[config.mk]
export PLATFORM = sky130hd
export DESIGN_NAME = tat_ram
export DESIGN_NICKNAME = d
export VERILOG_FILES = /design/src/sv/tat_ram.sv
export SDC_FILE = /design/constraint.sdc
export NUM_CORES = 1
export LEC_CHECK = 0
export BUFFER_PORTS_ARGS = -buffer_cell sky130_fd_sc_hd__buf_2
export CAP_MARGIN = 5
export CORE_ASPECT_RATIO = 1.1
export CORE_MARGIN = 3
export CORE_UTILIZATION = 55
export CTS_CLUSTER_SIZE = 28
export DETAILED_ROUTE_END_ITERATION = 10
export GPL_ROUTABILITY_DRIVEN = 1
export MAX_ROUTING_LAYER = met4
export PLACE_DENSITY = 0.77
export SYNTH_ARGS = -nofsm -noshare
export SYNTH_HDL_FRONTEND = slang
export SYNTH_SLANG_ARGS = --single-unit
[constraint.sdc]
create_clock -name clk -period 2.25 [get_ports clk]
set_clock_uncertainty 0.05 [all_clocks]
set_input_delay 0.1125 -clock clk [delete_from_list [all_inputs] [get_ports clk]]
set_output_delay 0.1125 -clock clk [all_outputs]
set_load 0.005 [all_outputs]
[src/sv/tat_ram.sv]
// ----------------------------------------------------------------------------
// tat_ram
// Generic single write port, single read port ram with registered read data.
// Read data holds while no read is issued.
// ----------------------------------------------------------------------------
module tat_ram #(
    parameter int WIDTH = 8,
    parameter int DEPTH = 16
) (
    input  logic                                 clk,
    input  logic                                 we,
    input  logic [(DEPTH > 1 ? $clog2(DEPTH) : 1)-1:0] waddr,
    input  logic [WIDTH-1:0]                     wdata,
    input  logic                                 re,
    input  logic [(DEPTH > 1 ? $clog2(DEPTH) : 1)-1:0] raddr,
    output logic [WIDTH-1:0]                     rdata
);

    logic [WIDTH-1:0] mem [DEPTH];
    logic [WIDTH-1:0] rdata_reg;

    // write port
    always_ff @(posedge clk)
    begin
        if (we)
        begin
            mem[waddr] <= wdata;
        end
    end

    // registered read port
    always_ff @(posedge clk)
    begin
        if (re)
        begin
            rdata_reg <= mem[raddr];
        end
    end

    assign rdata = rdata_reg;

endmodule

# Word level (Yosys, flattened, before mapping)
# Memory sizes are Yosys's and may differ from the RTL's. A register that Yosys moved wholly into a read port is not among the register bits.
# Index checks and enable logic that the tools add are counted.
# op_classes
muxes	2
# op_table
operator	n
1-bit two-way mux	2
# word_totals
register_bits	0
mem_bits_rw	128
inputBits	19
output_inout_bits	8
word_cells	3
memories	1
# memory_table
name	words	word_bits	rd	rd_ports_with_merged_regs	write_ports	line_no	text
mem	16	8	1	1	1	19	logic [WIDTH-1:0] mem [DEPTH];

# Depth between registers and ports, before layout
# depth
ltp_word	2
depth_mapped	5

# Worst setup path after synthesis
# OpenSTA, ideal clock, no wires.
# synth_timing
path_type	input port to flip-flop
startpoint	input waddr[2] in the netlist's numbering
endpoint	memory mem[0][0] (enable)
setup_time_ns	0.383
arrival_time_ns	1.222
t_required_ns	1.817
setup_slack_ns	0.595
stages	2
path_buffers	0
path_cell_list	or3b_2 nor3_1
# synth_rtl
item	line_no	text
start: declaration	12	input logic [(DEPTH > 1 ? $clog2(DEPTH) : 1)-1:0] waddr,
end: declaration	19	
# Straight into the memory's write port.

==> summary.txt <==
Run status
  • Status: completed

STA
  • Final setup fails: 0
  • Fmax: 0.645 GHz
  • Post-layout min period: 1.55 ns
  • Hold WS: 0.0975 ns
  • Unrepaired setup endpoints after global routing: false
  • Slew Limit Fails: 0
  • Final Hold Fails: 0
  • Slew @ Worst Pin: 0.862 ns
  • Post-route clock period utilization: 68.9%
  • Final TNS setup: 0 ns
  • Slew headroom: 42.4%

Clocking
  • H-tree Lvls: 4
  • Root buf cell: clkbuf_8
  • Max clock buf depth: 2
  • # clock sinks: 136
  • Clock transition at path regs: 0.06 ns
  • Total setup buffers inserted after CTS: 0
  • Clk_lat worst skew: 0.51 ns
  • CTS tree: done
  • Num CTS Buffers: 17

Final layout
  • Fraction of layout cells with a size suffix above 1: 30.6%
  • Number of flip-flops in the largest register: 128
  • NumNets Final: 310
  • Commonest non-fill, non-tap cell in the layout: edfxtp_1
  • Fillcell total: 545
  • Antenna cells: 0
  • Most frequent cells in the layout: edfxtp_1 (136), buf_2 (26), mux4_2 (18)
  • Core Util, Final: 68.9%
  • Area Growth Syn to Fin: 19.4%

Critical path
  • WP depth: 3
  • Worst Reg-to-Reg Cells: 3
  • Critical path type: reg2reg
  • Worst r2r src: mem[0][5]
  • Crit Reg-Reg Endpoint: rdata[5]
  • Startpoint Class: flop
  • Top fanout value on the critical path: 1
  • Worst path cell trace: mux4_1, a22oi_1, nand2_1
  • Delay-heaviest family, CP: multiplexers
  • WP data required: 2.47 ns
  • Worst path max stage delay: 0.53 ns
  • Critical path endpoint category: flop
  • Reg2reg setup slack: 0.70 ns
  • Data arrival time of the critical path: 1.77 ns
  • CP bufs+invs: 0
  • Crit path max-delay cell type: mux4_1

Min path
  • Hold Crit Class: in2reg
  • Hold depth: 3
  • Hold Path End: mem[4][5]
  • HP Start: waddr[0]

Floorplan
  • Die H: 108 um
  • Total core area: 9050 um^2
  • Num rows: 36
  • Initial Util: 57.7%
  • Die ar.: 10700 um^2
  • Die Wd: 99.0 um
  • Ports: 27

Synthesis
  • Syn Area/Cell: 22.8 um^2
  • Area of the mapped netlist: 5230 um^2
  • Synth area leaders: edfxtp_1 (78%), mux4_2 (7.8%), mux4_1 (7.0%)
  • Synth Register Bits: 136
  • Largest area contributor in the synthesized netlist: edfxtp_1
  • Syn nets: 248
  • Proportion of synthesized chip area in sequential cells: 78.1%
  • Yosys cell types: 18
  • Post-synth top area share: 78.1%
  • Syn Inst Count: 229
  • YS warnings: 0

Route
  • Iteration-0 DRC count of the detailed router: 299
  • Total number of vias: 2528
  • Wire length per cell: 24.5 um
  • Drt drc: 0
  • Antenna Nets Post-Route: 0
  • Total routed wirelength: 10.2 mm
  • Vias per cell: 6.05
  • DR pass1 iterations: 4

Power and ir drop
  • Net load switching power: 1.15 mW
  • Clock power share: 45.9%
  • Leakage: 2.14 nW
  • VDD IR max: 0.585 mV
  • Sw frac: 19.8%
  • Reg power frac: 49.5%
  • Combinational share of power: 4.6%
  • PwrDens: 929 nW/um^2
  • P_int: 4.65 mW

Global route
  • Met1 Usage GRT: 27.6%
  • First-pass GRT wire length: 15.5 mm
  • Met2 Use GR: 33.4%
  • Initial antenna violation count: 0
  • All-Layer GR Usage: 21.3%
  • Number of global-route vias before repair: 2617
  • Largest net degree at the start of global routing: 33
  • Met3 usage: 5.87%
  • Gr busiest metal: met2
  • GRT overflow: 0

Place
  • PortBufs: 26
  • Placer congestion estimate: 0.737
  • DP HPWL: 6.04 mm

Run
  • Max cap viols: 0
-- cells by family after synthesis --
| logic type | synth area share, % |
|---|---|
| AO/OA/AOI/OAI | 2.30 |
| multiplexers | 14.8 |
| flip-flops | 78.1 |
| buffers and inverters | 1.65 |
| AND/OR/NAND/NOR | 3.14 |
-- how the worst max path moves through the flow --
stage,start,end
after floorplan,waddr[2],mem[0][0]
after global placement,raddr[0],rdata[0]
after detailed placement,raddr[0],rdata[5]
after CTS,mem[0][5],rdata[5]
after global routing,mem[1][1],rdata[1]
final,mem[0][5],rdata[5]
-- metal layers --
metal  up-vias  wire (um)
met2       109       5280
li1       1107          -
met3        10        697
met4         0        114
met5         -          0
met1      1302       4140
-- worst min-delay path, delay by kind of cell --
kind / cells / cell delay (ns)
buf+inv: 2 / 0.31
simple gates: 1 / 0.06
-- stage by stage --
step / instance area, um^2 / total power [mW] / setup slack [ns] / cells
6_report: 6240 / 5.80 / 0.700 / 418
5_1_grt: 6240 / 5.97 / 0.645 / 418
4_1_cts: 6240 / 5.83 / 0.699 / 418
3_5_place_dp: 5570 / 3.18 / 0.475 / 377
3_3_place_gp: 5570 / 3.17 / 0.527 / 377
2_1_floorplan: 5230 / 3.06 / 0.595 / 229
-- power by group through the flow --
stage / Clock [mW] / Combinational (mW) / Sequential, mW
6_report: 2.66 / 0.269 / 2.87
5_1_grt: 2.81 / 0.291 / 2.87
4_1_cts: 2.69 / 0.273 / 2.87
3_5_place_dp: 0 / 0.259 / 2.92
3_3_place_gp: 0 / 0.248 / 2.92
2_1_floorplan: 0 / 0.144 / 2.92
-- timing repair --
action | in CTS | in global routing
endpoints found under the setup margin | 0 | 0
gates resized for setup | 0 | 0
hold buffers | 9 | 0
endpoints found under the hold margin | 136 | 0
-- final cells by class --
cell class	instances	area (um^2)	area share, %
multi-input combinational	83	1060	16.9
sequential	136	4080	65.5
clock inverter	14	158	2.53
clock buffer	18	418	6.70
timing repair buffer	53	380	6.10
tap	114	143	2.29
-- cells in the mapped netlist --
| library cell | n |
|---|---|
| mux4_1 | 14 |
| nand3_1 | 1 |
| mux4_2 | 18 |
| or3b_2 | 1 |
| buf_4 | 1 |
| and2b_1 | 1 |
| nor3_1 | 4 |
| edfxtp_1 | 136 |
| nand3b_1 | 2 |
| buf_6 | 3 |
| nand2_1 | 9 |
| clkdlybuf4s25_2 | 3 |
| and2_1 | 1 |
| nor2b_1 | 1 |
| a22oi_1 | 16 |
| nand2b_1 | 2 |
| nor2_1 | 13 |
| buf_2 | 3 |
Note: power is estimated with default switching activity, not from simulation.
